## config.mk

```make
export PLATFORM = sky130hd
export DESIGN_NAME = can_signal_change_decoder
export DESIGN_NICKNAME = d
export VERILOG_FILES = /design/src/rtl/cscd_pkg.sv /design/src/rtl/cscd_front.sv /design/src/rtl/cscd_queue.sv /design/src/rtl/cscd_back.sv /design/src/rtl/can_signal_change_decoder.sv
export SDC_FILE = /design/constraint.sdc
export NUM_CORES = 1
export LEC_CHECK = 0
export BUFFER_PORTS_ARGS = -buffer_cell sky130_fd_sc_hd__buf_2
export CAP_MARGIN = 20
export CORE_ASPECT_RATIO = 0.6
export CORE_MARGIN = 4
export CORE_UTILIZATION = 60
export DETAILED_ROUTE_END_ITERATION = 16
export GPL_ROUTABILITY_DRIVEN = 0
export GPL_TIMING_DRIVEN = 0
export HOLD_SLACK_MARGIN = 0.1
export PLACE_DENSITY = 0.79
export SLEW_MARGIN = 20
export SYNTH_ARGS = -nofsm -noshare
export SYNTH_HDL_FRONTEND = slang
export SYNTH_SLANG_ARGS = --single-unit
```

## constraint.sdc

```tcl
create_clock -name clk -period 7.5 [get_ports clk]
set_input_delay 1.5 -clock clk [delete_from_list [all_inputs] [get_ports clk]]
set_output_delay 1.5 -clock clk [all_outputs]
set_load 0.02 [all_outputs]
```

## src/rtl/cscd_pkg.sv

```systemverilog
// Shared types, codes and frame unpacking for the CAN signal change decoder.
// No dependencies; every other file in rtl/ imports this package.
package cscd_pkg;

	localparam int IdW      = 11;
	localparam int NumSig   = 9;
	localparam int MaxEvent = 4;
	localparam int QDepth   = 4;
	localparam int QPtrW    = $clog2(QDepth);
	localparam int CntW     = $clog2(MaxEvent + 1);

	// Signal codes, also the bit positions of the event masks.
	typedef enum logic [3:0] {
		SIG_SPEED       = 4'd0,
		SIG_DISTANCE    = 4'd1,
		SIG_LIMIT       = 4'd2,
		SIG_LIGHT       = 4'd3,
		SIG_FREQUENCY   = 4'd4,
		SIG_VALVE_STATE = 4'd5,
		SIG_VALVE_KEY   = 4'd6,
		SIG_POSITION    = 4'd7,
		SIG_TIME        = 4'd8
	} sig_code_t;

	// Configuration register indexes.
	typedef enum logic [2:0] {
		CFG_SPEED_ID     = 3'd0,
		CFG_STATE_ID     = 3'd1,
		CFG_ODOMETER_ID  = 3'd2,
		CFG_FREQUENCY_ID = 3'd3,
		CFG_POSITION_ID  = 3'd4,
		CFG_CLOCK_ID     = 3'd5,
		CFG_EVENT_ENABLE = 3'd6
	} cfg_idx_t;

	typedef logic [7:0][7:0] frame_bytes_t;

	// All signal values carried by one frame, whatever its identifier.
	typedef struct packed {
		logic [15:0] speed;
		logic [23:0] distance;
		logic [15:0] limit;
		logic [3:0]  light;
		logic [1:0]  frequency;
		logic        valve_state;
		logic        valve_key;
		logic [31:0] latitude;
		logic [30:0] longitude;
		logic [7:0]  hours;
		logic [7:0]  minutes;
		logic [7:0]  seconds;
	} frame_vals_t;

	// One queued frame: which events remain to be sent, and its data bytes.
	typedef struct packed {
		logic [NumSig-1:0] mask;
		frame_bytes_t      bytes;
	} q_entry_t;

	typedef struct packed {
		logic     valid;
		q_entry_t entry;
	} q_wr_t;

	function automatic frame_vals_t decode_frame(input frame_bytes_t b);
		frame_vals_t v;
		// Speed: byte0 integer part with byte1 bit 0 as the top bit, byte1[7:1]
		// as seven fraction bits.
		v.speed       = {b[1][0], b[0], b[1][7:1]};
		v.distance    = {b[5], b[3], b[4]};
		v.limit       = {b[3][7], 7'd0, b[1]};
		v.light       = b[5][3:0];
		v.frequency   = b[4][5:4];
		v.valve_state = b[5][5];
		v.valve_key   = b[0][6];
		v.latitude    = {b[3], b[2], b[1], b[0]};
		v.longitude   = {b[7][6:0], b[6], b[5], b[4]};
		v.hours       = b[4];
		v.minutes     = b[5];
		v.seconds     = b[6];
		return v;
	endfunction

endpackage

```

## src/rtl/cscd_front.sv

```systemverilog
// Front end: configuration registers, identifier match, change detection and
// last-value storage. Depends on cscd_pkg; feeds cscd_queue.
module cscd_front import cscd_pkg::*; (
	input  logic        clk,
	input  logic        arst_n,
	input  logic        s_tvalid,
	output logic        s_tready,
	input  logic [79:0] s_tdata,   // [10:0] can_id, [74:11] byte0..byte7, [79:75] zero
	input  logic        cfg_valid,
	output logic        cfg_ready,
	input  logic [2:0]  cfg_index,
	input  logic [10:0] cfg_data,
	input  logic        q_full,
	output q_wr_t       q_wr
);

	logic [IdW-1:0]    speed_id_q, state_id_q, odo_id_q, freq_id_q, pos_id_q, clk_id_q;
	logic [NumSig-1:0] enable_q;

	logic [15:0] last_speed_q;
	logic [23:0] last_distance_q;
	logic [15:0] last_limit_q;
	logic [3:0]  last_light_q;
	logic [1:0]  last_frequency_q;
	logic        last_valve_state_q;
	logic        last_valve_key_q;
	logic [31:0] last_latitude_q;
	logic [30:0] last_longitude_q;
	logic [7:0]  last_hours_q, last_minutes_q, last_seconds_q;

	logic [IdW-1:0]    can_id;
	frame_bytes_t      bytes;
	frame_vals_t       vals;
	logic              accept;
	logic              hit_speed, hit_state, hit_odo, hit_freq, hit_pos, hit_clk;
	logic [NumSig-1:0] changed, raw_mask, kept_mask;
	logic [CntW-1:0]   kept_cnt;

	assign can_id    = s_tdata[IdW-1:0];
	assign bytes     = s_tdata[IdW+63:IdW];
	assign vals      = decode_frame(bytes);
	assign s_tready  = !q_full;
	assign cfg_ready = 1'b1;
	assign accept    = s_tvalid && s_tready;

	assign hit_speed = (can_id == speed_id_q);
	assign hit_state = (can_id == state_id_q);
	assign hit_odo   = (can_id == odo_id_q);
	assign hit_freq  = (can_id == freq_id_q);
	assign hit_pos   = (can_id == pos_id_q);
	assign hit_clk   = (can_id == clk_id_q);

	always_comb begin
		changed[SIG_SPEED]       = hit_speed && (vals.speed != last_speed_q);
		changed[SIG_DISTANCE]    = hit_odo && (vals.distance != last_distance_q);
		changed[SIG_LIMIT]       = hit_state && (vals.limit != last_limit_q);
		changed[SIG_LIGHT]       = hit_state && (vals.light != last_light_q);
		changed[SIG_FREQUENCY]   = hit_freq && (vals.frequency != last_frequency_q);
		changed[SIG_VALVE_STATE] = hit_state && (vals.valve_state != last_valve_state_q);
		changed[SIG_VALVE_KEY]   = hit_state && (vals.valve_key != last_valve_key_q);
		changed[SIG_POSITION]    = hit_pos && ((vals.latitude != last_latitude_q) ||
			(vals.longitude != last_longitude_q));
		changed[SIG_TIME]        = hit_clk && ((vals.hours != last_hours_q) ||
			(vals.minutes != last_minutes_q) || (vals.seconds != last_seconds_q));
	end

	assign raw_mask = changed & enable_q;

	// Keep only the first events in code order, up to the per-frame limit.
	always_comb begin
		kept_mask = '0;
		kept_cnt  = '0;
		for (int i = 0; i < NumSig; i++) begin
			if (raw_mask[i] && (kept_cnt < CntW'(MaxEvent))) begin
				kept_mask[i] = 1'b1;
				kept_cnt     = kept_cnt + 1'b1;
			end
		end
	end

	assign q_wr.valid       = accept && (kept_mask != '0);
	assign q_wr.entry.mask  = kept_mask;
	assign q_wr.entry.bytes = bytes;

	always_ff @(posedge clk or negedge arst_n) begin
		if (!arst_n) begin
			speed_id_q <= 11'h233;
			state_id_q <= 11'h050;
			odo_id_q   <= 11'h0C4;
			freq_id_q  <= 11'h08F;
			pos_id_q   <= 11'h213;
			clk_id_q   <= 11'h0C7;
			enable_q   <= '1;
		end else if (cfg_valid && cfg_ready) begin
			case (cfg_idx_t'(cfg_index))
				CFG_SPEED_ID:     speed_id_q <= cfg_data;
				CFG_STATE_ID:     state_id_q <= cfg_data;
				CFG_ODOMETER_ID:  odo_id_q   <= cfg_data;
				CFG_FREQUENCY_ID: freq_id_q  <= cfg_data;
				CFG_POSITION_ID:  pos_id_q   <= cfg_data;
				CFG_CLOCK_ID:     clk_id_q   <= cfg_data;
				CFG_EVENT_ENABLE: enable_q   <= cfg_data[NumSig-1:0];
				default: ;
			endcase
		end
	end

	// Stored values follow every matching frame, enabled or not.
	always_ff @(posedge clk or negedge arst_n) begin
		if (!arst_n) begin
			last_speed_q       <= '0;
			last_distance_q    <= '0;
			last_limit_q       <= '0;
			last_light_q       <= '0;
			last_frequency_q   <= '0;
			last_valve_state_q <= 1'b0;
			last_valve_key_q   <= 1'b0;
			last_latitude_q    <= '0;
			last_longitude_q   <= '0;
			last_hours_q       <= '0;
			last_minutes_q     <= '0;
			last_seconds_q     <= '0;
		end else if (accept) begin
			if (hit_speed) begin
				last_speed_q <= vals.speed;
			end
			if (hit_odo) begin
				last_distance_q <= vals.distance;
			end
			if (hit_state) begin
				last_limit_q       <= vals.limit;
				last_light_q       <= vals.light;
				last_valve_state_q <= vals.valve_state;
				last_valve_key_q   <= vals.valve_key;
			end
			if (hit_freq) begin
				last_frequency_q <= vals.frequency;
			end
			if (hit_pos) begin
				last_latitude_q  <= vals.latitude;
				last_longitude_q <= vals.longitude;
			end
			if (hit_clk) begin
				last_hours_q   <= vals.hours;
				last_minutes_q <= vals.minutes;
				last_seconds_q <= vals.seconds;
			end
		end
	end

	a_mask_limit: assert property (@(posedge clk) disable iff (!arst_n)
		q_wr.valid |-> ($countones(q_wr.entry.mask) <= MaxEvent))
		else $error("front queued more events than one frame may carry");

endmodule

```

## src/rtl/cscd_queue.sv

```systemverilog
// Short FIFO of pending frames between the front end and the event sequencer.
// Depends on cscd_pkg for the entry type and depth.
module cscd_queue import cscd_pkg::*; (
	input  logic     clk,
	input  logic     arst_n,
	input  q_wr_t    q_wr,
	output logic     full,
	output logic     rd_valid,
	output q_entry_t rd_entry,
	input  logic     rd_pop
);

	q_entry_t         entries_q [QDepth];
	logic [QPtrW-1:0] wr_ptr_q, rd_ptr_q;
	logic [QPtrW:0]   count_q;
	logic             do_push, do_pop;

	assign full     = (count_q == (QPtrW+1)'(QDepth));
	assign rd_valid = (count_q != '0);
	assign rd_entry = entries_q[rd_ptr_q];
	assign do_push  = q_wr.valid && !full;
	assign do_pop   = rd_pop && rd_valid;

	always_ff @(posedge clk) begin
		if (do_push) begin
			entries_q[wr_ptr_q] <= q_wr.entry;
		end
	end

	always_ff @(posedge clk or negedge arst_n) begin
		if (!arst_n) begin
			wr_ptr_q <= '0;
			rd_ptr_q <= '0;
			count_q  <= '0;
		end else begin
			if (do_push) begin
				wr_ptr_q <= wr_ptr_q + 1'b1;
			end
			if (do_pop) begin
				rd_ptr_q <= rd_ptr_q + 1'b1;
			end
			if (do_push && !do_pop) begin
				count_q <= count_q + 1'b1;
			end else if (do_pop && !do_push) begin
				count_q <= count_q - 1'b1;
			end
		end
	end

	a_no_overflow: assert property (@(posedge clk) disable iff (!arst_n)
		q_wr.valid |-> !full)
		else $error("frame pushed into a full queue");

endmodule

```

## src/rtl/cscd_back.sv

```systemverilog
// Event sequencer: walks the head frame's pending-event mask, sends one change
// event per cycle while m_tready allows, via its output register. Uses cscd_pkg.
module cscd_back import cscd_pkg::*; (
	input  logic        clk,
	input  logic        arst_n,
	input  logic        q_valid,
	input  q_entry_t    q_entry,
	output logic        q_pop,
	output logic        m_tvalid,
	input  logic        m_tready,
	output logic [71:0] m_tdata,
	output logic [3:0]  m_tuser,
	output logic        m_tlast
);

	logic              cur_valid_q;
	logic [NumSig-1:0] rem_q;
	frame_bytes_t      bytes_q;

	logic              out_valid_q;
	logic [31:0]       out_a_q;
	logic [30:0]       out_b_q;
	logic [7:0]        out_c_q;
	logic [3:0]        out_sig_q;
	logic              out_last_q;

	frame_vals_t       vals;
	logic [3:0]        pick;
	logic [NumSig-1:0] pick_bit, rem_after;
	logic              is_last, out_free, emit;
	logic [31:0]       val_a;
	logic [30:0]       val_b;
	logic [7:0]        val_c;

	// Lowest pending code goes next.
	always_comb begin
		pick     = '0;
		pick_bit = '0;
		for (int i = NumSig - 1; i >= 0; i--) begin
			if (rem_q[i]) begin
				pick     = 4'(i);
				pick_bit = NumSig'(1) << i;
			end
		end
	end

	assign rem_after = rem_q & ~pick_bit;
	assign is_last   = (rem_after == '0);
	assign out_free  = !out_valid_q || m_tready;
	assign emit      = cur_valid_q && out_free;
	assign q_pop     = q_valid && (!cur_valid_q || (emit && is_last));

	assign vals = decode_frame(bytes_q);

	always_comb begin
		val_a = '0;
		val_b = '0;
		val_c = '0;
		case (sig_code_t'(pick))
			SIG_SPEED:       val_a = 32'(vals.speed);
			SIG_DISTANCE:    val_a = 32'(vals.distance);
			SIG_LIMIT:       val_a = 32'(vals.limit);
			SIG_LIGHT:       val_a = 32'(vals.light);
			SIG_FREQUENCY:   val_a = 32'(vals.frequency);
			SIG_VALVE_STATE: val_a = 32'(vals.valve_state);
			SIG_VALVE_KEY:   val_a = 32'(vals.valve_key);
			SIG_POSITION: begin
				val_a = vals.latitude;
				val_b = vals.longitude;
			end
			SIG_TIME: begin
				val_a = 32'(vals.hours);
				val_b = 31'(vals.minutes);
				val_c = vals.seconds;
			end
			default: ;
		endcase
	end

	always_ff @(posedge clk or negedge arst_n) begin
		if (!arst_n) begin
			cur_valid_q <= 1'b0;
			rem_q       <= '0;
		end else if (q_pop) begin
			cur_valid_q <= 1'b1;
			rem_q       <= q_entry.mask;
		end else if (emit) begin
			cur_valid_q <= !is_last;
			rem_q       <= rem_after;
		end
	end

	always_ff @(posedge clk) begin
		if (q_pop) begin
			bytes_q <= q_entry.bytes;
		end
	end

	always_ff @(posedge clk or negedge arst_n) begin
		if (!arst_n) begin
			out_valid_q <= 1'b0;
		end else if (emit) begin
			out_valid_q <= 1'b1;
		end else if (m_tready) begin
			out_valid_q <= 1'b0;
		end
	end

	always_ff @(posedge clk) begin
		if (emit) begin
			out_sig_q  <= pick;
			out_a_q    <= val_a;
			out_b_q    <= val_b;
			out_c_q    <= val_c;
			out_last_q <= is_last;
		end
	end

	assign m_tvalid = out_valid_q;
	assign m_tdata  = {1'b0, out_c_q, out_b_q, out_a_q};
	assign m_tuser  = out_sig_q;
	assign m_tlast  = out_last_q;

	a_busy_has_work: assert property (@(posedge clk) disable iff (!arst_n)
		cur_valid_q |-> (rem_q != '0))
		else $error("sequencer busy with an empty event mask");

	a_code_range: assert property (@(posedge clk) disable iff (!arst_n)
		emit |-> (pick <= 4'(SIG_TIME)))
		else $error("event code out of range");

	a_pop_when_free: assert property (@(posedge clk) disable iff (!arst_n)
		(cur_valid_q && !emit) |-> !q_pop)
		else $error("new frame loaded while events of the previous one remain");

endmodule

```

## src/rtl/can_signal_change_decoder.sv

```systemverilog
// Top level of the CAN signal change decoder: front end, frame queue and event
// sequencer. Depends on cscd_pkg, cscd_front, cscd_queue and cscd_back.
//
//  Channel  Direction  Handshake              Payload
//  s_*      in         s_tvalid / s_tready    s_tdata: can_id, byte0..byte7
//  m_*      out        m_tvalid / m_tready    m_tdata: value_a, value_b, value_c;
//                                             m_tuser: signal; m_tlast: last
//  cfg_*    in         cfg_valid / cfg_ready  cfg_index: register, cfg_data: value
//
// A frame is matched, compared with the stored signal values and its change
// mask queued in the cycle of its transfer; stored values update at that edge.
// The sequencer sends one change event per cycle while the output accepts, so a
// frame's events go out back to back; frames without events are never queued.
// Frames keep being taken while the four-entry queue has room, so a stalled
// output only holds off input once the queue fills. Reset restores the default
// message IDs, enables all events and clears every stored value; cfg_ready is
// always high.
module can_signal_change_decoder import cscd_pkg::*; (
	input  logic        clk,
	input  logic        arst_n,
	input  logic        s_tvalid,
	output logic        s_tready,
	input  logic [79:0] s_tdata,   // [10:0] can_id, [18:11] byte0, [26:19] byte1,
	                               // ... [74:67] byte7, [79:75] zero
	output logic        m_tvalid,
	input  logic        m_tready,
	output logic [71:0] m_tdata,   // [31:0] value_a, [62:32] value_b, [70:63] value_c,
	                               // [71] zero
	output logic [3:0]  m_tuser,   // [3:0] signal
	output logic        m_tlast,
	input  logic        cfg_valid,
	output logic        cfg_ready,
	input  logic [2:0]  cfg_index,
	input  logic [10:0] cfg_data
);

	q_wr_t    q_wr;
	logic     q_full;
	logic     q_valid;
	q_entry_t q_entry;
	logic     q_pop;

	// Identifier match, change detection and the signal value registers.
	cscd_front u_front (
		.clk       (clk),
		.arst_n    (arst_n),
		.s_tvalid  (s_tvalid),
		.s_tready  (s_tready),
		.s_tdata   (s_tdata),
		.cfg_valid (cfg_valid),
		.cfg_ready (cfg_ready),
		.cfg_index (cfg_index),
		.cfg_data  (cfg_data),
		.q_full    (q_full),
		.q_wr      (q_wr)
	);

	// Frames that produce at least one event wait here for the sequencer.
	cscd_queue u_queue (
		.clk      (clk),
		.arst_n   (arst_n),
		.q_wr     (q_wr),
		.full     (q_full),
		.rd_valid (q_valid),
		.rd_entry (q_entry),
		.rd_pop   (q_pop)
	);

	// One event per cycle while the output accepts, in signal-code order; the final
	// one of a frame is marked with m_tlast.
	cscd_back u_back (
		.clk      (clk),
		.arst_n   (arst_n),
		.q_valid  (q_valid),
		.q_entry  (q_entry),
		.q_pop    (q_pop),
		.m_tvalid (m_tvalid),
		.m_tready (m_tready),
		.m_tdata  (m_tdata),
		.m_tuser  (m_tuser),
		.m_tlast  (m_tlast)
	);

endmodule
```

# Word-level counts from Yosys, hierarchy flattened
# Memory sizes are Yosys's and may differ from the RTL's.
# Index checks and enable logic that the tools add are counted.
classes:
  add_sub_neg: 11
  n_eq_ne: 33
  bitwise: 3
  magnitude_cmp: 8
  n_reduce_logical: 58
  muxes: 47
ops:
  columns: ["op", "count"]
  rows:
  - ["$pmux W32 S9", 1]
  - ["$mux W9", 11]
  - ["$eq A11 B11 Y1", 6]
  - ["$pmux W31 S2", 1]
  - ["$mux W4", 9]
  - ["$ne A32 B32 Y1", 1]
  - ["$ne A31 B31 Y1", 1]
  - ["$mux W3", 9]
  - ["$logic_and A1 B1 Y1", 26]
  - ["$reduce_and A2 Y1", 13]
  - ["$ne A24 B24 Y1", 1]
  - ["$ne A8 B8 Y1", 3]
  - ["$add A3 B1 Y3 const B", 7]
  - ["$lt A3 B3 Y1 const B", 7]
  - ["$and A9 B9 Y9", 2]
  - ["$eq A4 B3 Y1 const B", 4]
  - ["$mux W1", 16]
  - ["$ne A16 B16 Y1", 1]
  - ["$eq A3 B3 Y1 const B", 4]
  - ["$logic_not A9 Y1", 1]
  - ["$ne A9 B9 Y1", 1]
  - ["$not A9 Y9", 1]
  - ["$reduce_bool A9 Y1", 1]
  - ["$eq A4 B2 Y1 const B", 2]
  - ["17 further kinds", 31]
totals:
  word_cells: 199
  register_bits: 376
  memories: 1
  out_inout_bits: 80
  mem_bits_rw: 292
  input_bits: 99
mem_list:
  columns: ["name", "words", "word_bits", "read_ports", "rd_clocked_by_memory_dff", "wr", "line", "rtl"]
  rows:
  - ["u_queue.entries_q", 4, 73, 1, 0, 1, "cscd_queue.sv:13", "q_entry_t entries_q [QDepth];"]

# Longest topological paths before layout
depth:
  depth_word: 37
  mapped_depth: 27
  depth_no_buf: 26

# By module
# Synthesis repeated with hierarchy kept, for this count alone.
hier_totals:
  cells_unflattened: 1721
  area_unflattened_um2: 28479.8
by_module_without_submodules:
  columns: ["mod", "cells_each", "instances", "area_each_um2"]
  rows:
  - ["cscd_front", 946, 1, 11783.8]
  - ["cscd_queue", 416, 1, 10945.5]
  - ["cscd_back", 359, 1, 5750.5]

# Worst setup path after synthesis
# No wires, ideal clock.
synth_path:
  kind: "input -> register"
  start: "input port s_tdata[56]"
  end: "memory u_queue.entries_q[2][0] in the netlist's numbering, enable pin"
  cell_stages: 20
  setup_slack_ps: -104
  arrival_time_ps: 7166
  path_cell_list: "clkbuf_1 -> xor2_1 -> nor4_1 -> nand2_1 -> o311a_1 -> inv_1 -> ha_1 -> and3_2 -> o31ai_4 -> and3_2 -> o31ai_2 -> ha_1 -> mux2_4 -> ha_1 -> mux2_4 -> ha_1 -> a21oi_1 -> nand4_1 -> a31oi_4 -> and2_1"
synth_rtl:
  columns: ["item", "line", "rtl"]
  rows:
  - ["start: declaration", "can_signal_change_decoder.sv:23", "input logic [79:0] s_tdata,"]
  - ["end: declaration", "cscd_queue.sv:13", null]

==> flow_metrics.py <==
metrics = {
    "status": {
        "status": "finished, final reports clean",
    },
    "pwr": {
        "p_per_area_mw_per_mm2": 327.8,
        "p_int_mw": 7.232,
        "p_leak_nw": 12.20,
        "pwr-share-comb_pct": 22.8,
        "swShare_pct": 29.99,
        "seqPwrFrac_pct": 47.6,
        "p_switching_mw": 3.098,
        "ir_drop_v": 0.0002660,
        "power.total_mw": 10.33,
        "power_frac_clock_pct": 29.6,
    },
    "clocking": {
        "path_clk_slew_ns": 0.07,
        "cts_buffers": 56,
        "ctsLongestPathBuffers": 3,
        "cts_sinks": 664,
        "ctsRootBufferMaster": "clkbuf_16",
        "cts-hold-fix-buffers": 0,
        "h-tree-depth": 2,
        "cts_tree": "built",
        "clock_latency_ns": 0.61,
    },
    "setup_path": {
        "cpMostUsedCell": "ha_1",
        "reg2reg_depth": 21,
        "worstPathMaxFanout": 43,
        "cp.depth": 23,
        "crit_chain": "buf_2, clkbuf_2, xor2_1, nor4_1, nand2_1, o311a_1, inv_1, ha_1, and3_2, o31ai_4, and3_2, o31ai_2, ha_1, mux2_4, ha_1, mux2_4, ha_1, a21oi_1, nand4_1, a31oi_4, buf_12, and2_4, buf_12",
        "cp_slowest_cell": "and2_4",
        "setup.worst_path.end_class": "register",
        "critical_path_required_ns": 7.79,
        "arrival_ns": 7.48,
        "crit_path_max_incr_delay_ns": 0.63,
        "worstSetupPathType": "input port to register",
        "critical_path_buf_inv_count": 5,
        "critPathLaunchType": "input port",
        "crit_family": "simple AND/OR/NAND/NOR gates",
    },
    "synth": {
        "syn-num-nets": 1737,
        "synth-edff-count": 427,
        "netlist_instances": 1625,
        "synth_seq_cells": 664,
        "async_flop_share_pct": 35.69,
        "avgSynthCellArea_sq_um": 17.08,
        "yosysUniqueCellTypes": 71,
        "synthFlopType": "edfxtp_1",
        "synth_area_sq_mm": 0.02776,
        "yosys_warnings": 0,
        "ys_seq_area_share_pct": 67.71,
    },
    "route": {
        "drtIter0Drc": 1866,
        "wl_per_cell_um": 25.36,
        "vias": 15250,
        "antenna_left": 0,
        "wirelength_um": 63960,
        "route.detailed.drc": 0,
        "drt_first_pass_iters": 9,
        "avgViaCountPerCell": 6.046,
    },
    "placed_design": {
        "numPlacedInstances": 2411,
        "placed_cell_area_sq_mm": 0.02953,
        "dp_hpwl_um": 45180,
        "pre_cts_ws_ns": -0.6414,
        "io_buffers": 159,
    },
    "die": {
        "start_util_pct": 61.31,
        "chipHeight_um": 174.6,
        "die_area_sq_mm": 0.04988,
        "die_w_um": 285.7,
        "core_sq_mm": 0.04527,
        "rows": 60,
        "num_io_pins": 179,
    },
    "cells_and_area": {
        "final_nets": 1960,
        "utilization_pct": 69.60,
        "drive_gt1_share_pct": 34.76,
        "design_area_sq_mm": 0.03151,
        "layout_common_cells": "edfxtp_1 (427), mux2_2 (220), dfrtp_1 (204)",
        "nFillCells": 2850,
        "final_common_cell": "edfxtp_1",
        "layoutNonFillerInstCount": 2522,
        "syn2layout_area_growth_pct": 13.51,
    },
    "min_path": {
        "holdPathStages": 1,
        "min_path_type": "register to register",
    },
    "timing": {
        "worst_clock_skew_ns": 0.02870,
        "worst_slack_ns": 0.3090,
        "finalCriticalPeriod_ns": 7.191,
        "relSlewSlack_pct": 34.21,
        "setup_viol": 0,
        "rsz0062_at_grt": "false",
        "fin_crit_sh_pct": 95.88,
        "slew_viol_final": 0,
        "timing.fmax_mhz": 139.1,
        "worst_pin_slew_ns": 0.9868,
        "finalHoldViolCount": 0,
    },
    "grt": {
        "grt_antenna_before_repair": 7,
        "first_global_vias": 15260,
        "grt_max_degree": 87,
        "grt_overflow": 0,
        "grt.total_usage_pct": 25.84,
        "grt_pass1_wl_um": 96540,
    },
    "job": {
        "cap_viol_max_count": 0,
    },
}
[worst reg2reg max path, delay by kind of cell, from the launching register on]
kind / cells / cell delay (ns)
XOR/XNOR: 1 / 0.11
flip-flops: 1 / 0.54
adder cells (fa/ha/maj): 4 / 1.17
buffers and inverters: 3 / 0.56
AND/OR/NAND/NOR: 6 / 2.01
multiplexers: 2 / 0.56
AO/OA/AOI/OAI: 5 / 1.19
[cells by family after synthesis]
family | Yosys count | synth area share [%]
AOI/OAI and AO/OA | 79 | 2.579
buffers and inverters | 116 | 2.033
DFF | 664 | 67.71
adders and majority gates | 15 | 0.6852
and+or+nand+nor | 234 | 5.031
xor gates and xnor gates | 219 | 6.965
other | 2 | 0.02706
muxes | 296 | 14.97
[what timing repair did]
action                                 in CTS  in global routing
endpoints found under the hold margin       0                  0
buffers inserted                            0                  2
setup endpoints to repair                  56                139
pin swaps                                   0                  2
cloned                                      0                  0
resized for setup                           1                  0
[synthesized netlist by cell type, drive strengths merged, types with 2 or more instances]
cell / number / area (sq um)
maj3: 2 / 20.02
a22oi: 3 / 22.52
nor3b: 2 / 15.01
buf: 39 / 275.3
nand2b: 5 / 31.28
a21oi: 7 / 42.54
inv: 23 / 86.33
nand4b: 4 / 35.03
o21ai: 8 / 40.04
dfstp: 33 / 867.1
o2111ai: 3 / 32.53
nor2: 21 / 78.83
or2: 2 / 12.51
xor2: 66 / 593.1
or3: 4 / 25.02
nand4: 36 / 231.5
nand2: 41 / 156.4
edfxtp: 427 / 12820
mux4: 72 / 1622
xnor2: 153 / 1340
nor2b: 2 / 12.51
clkbuf: 54 / 202.7
o31a: 2 / 17.52
nor3: 15 / 85.08
ha: 12 / 150.1
dfrtp: 204 / 5105
nor4b: 2 / 32.53
o311ai: 4 / 35.03
mux2: 223 / 2522
and2: 50 / 315.3
nor4: 25 / 205.2
nand3: 16 / 90.09
conb: 2 / 7.510
a222oi: 14 / 140.1
and3: 7 / 52.55
o31ai: 6 / 68.81
a22o: 21 / 183.9
a41oi: 2 / 36.29
[registers in the layout, indices dropped and copies added (netlist names), 16 cells and up]
signal                    cells
u_back.bytes_q               63
u_back.out_a_q               32
u_front.last_distance_q      24
u_back.out_b_q               31
u_front.last_longitude_q     31
u_front.last_latitude_q      32
u_front.last_speed_q         16
u_queue.entries_q           288
[per-layer routing]
layer	vias to the layer above	GRT usage [%]	share of wire [%]
met5	-	0	0.020
met4	2	5.214	1.8
met1	7906	41.58	46
met2	675	36.82	43
met3	95	5.593	9.7
li1	6571	-	-
[worst paths after layout]
check	slack, ns	end	startpoint
setup reg to reg	1.01	u_queue.entries_q[0][60]$_DFFE_PP_	u_front.odo_id_q[6]$_DFFE_PN1P_
setup / recovery	0.31	u_queue.entries_q[0][60]$_DFFE_PP_	s_tdata[56]
hold reg to reg	0.50	u_queue.count_q[2]$_DFFE_PN0P_	u_queue.count_q[2]$_DFFE_PN0P_
max in group asynchronous	5.33	u_front.enable_q[6]$_DFFE_PN1P_	arst_n
hold / removal	0.50	u_queue.count_q[2]$_DFFE_PN0P_	u_queue.count_q[2]$_DFFE_PN0P_
min in group asynchronous	0.86	u_queue.count_q[0]$_DFFE_PN0P_	arst_n
[power by group through the flow]
| stage | registers, mW | logic (mW) | clock network [mW] |
|---|---|---|---|
| 2_1_floorplan | 5.05 | 1.35 | 0 |
| 3_3_place_gp | 4.95 | 2.26 | 0 |
| 3_5_place_dp | 4.98 | 2.32 | 0 |
| 4_1_cts | 4.90 | 2.34 | 3.09 |
| 5_1_grt | 4.96 | 2.52 | 3.26 |
| 6_report | 4.91 | 2.35 | 3.06 |
[per-stage QoR]
step | TNS (ns) | hold slack, ns
after floorplan | 0 | 0.4547
after global placement | -309.96 | 0.4748
after detailed placement | -130.70 | 0.4972
after CTS | 0 | 0.5055
after global routing | 0 | 0.5198
final | 0 | 0.4995
[layout make-up]
type / instances / area [sq um] / area share (%)
sequential: 664 / 18790 / 59.65
clock inverter: 33 / 419.2 / 1.330
multi-input combinational: 845 / 8407 / 26.68
inverter: 23 / 88.84 / 0.2820
timing repair buffer: 168 / 1011 / 3.209
antenna: 6 / 15.01 / 0.04765
clock buffer: 73 / 1525 / 4.841
tap: 620 / 775.7 / 2.462
buffer: 90 / 470.5 / 1.493
No activity file was read; power rests on OpenSTA's default activity.
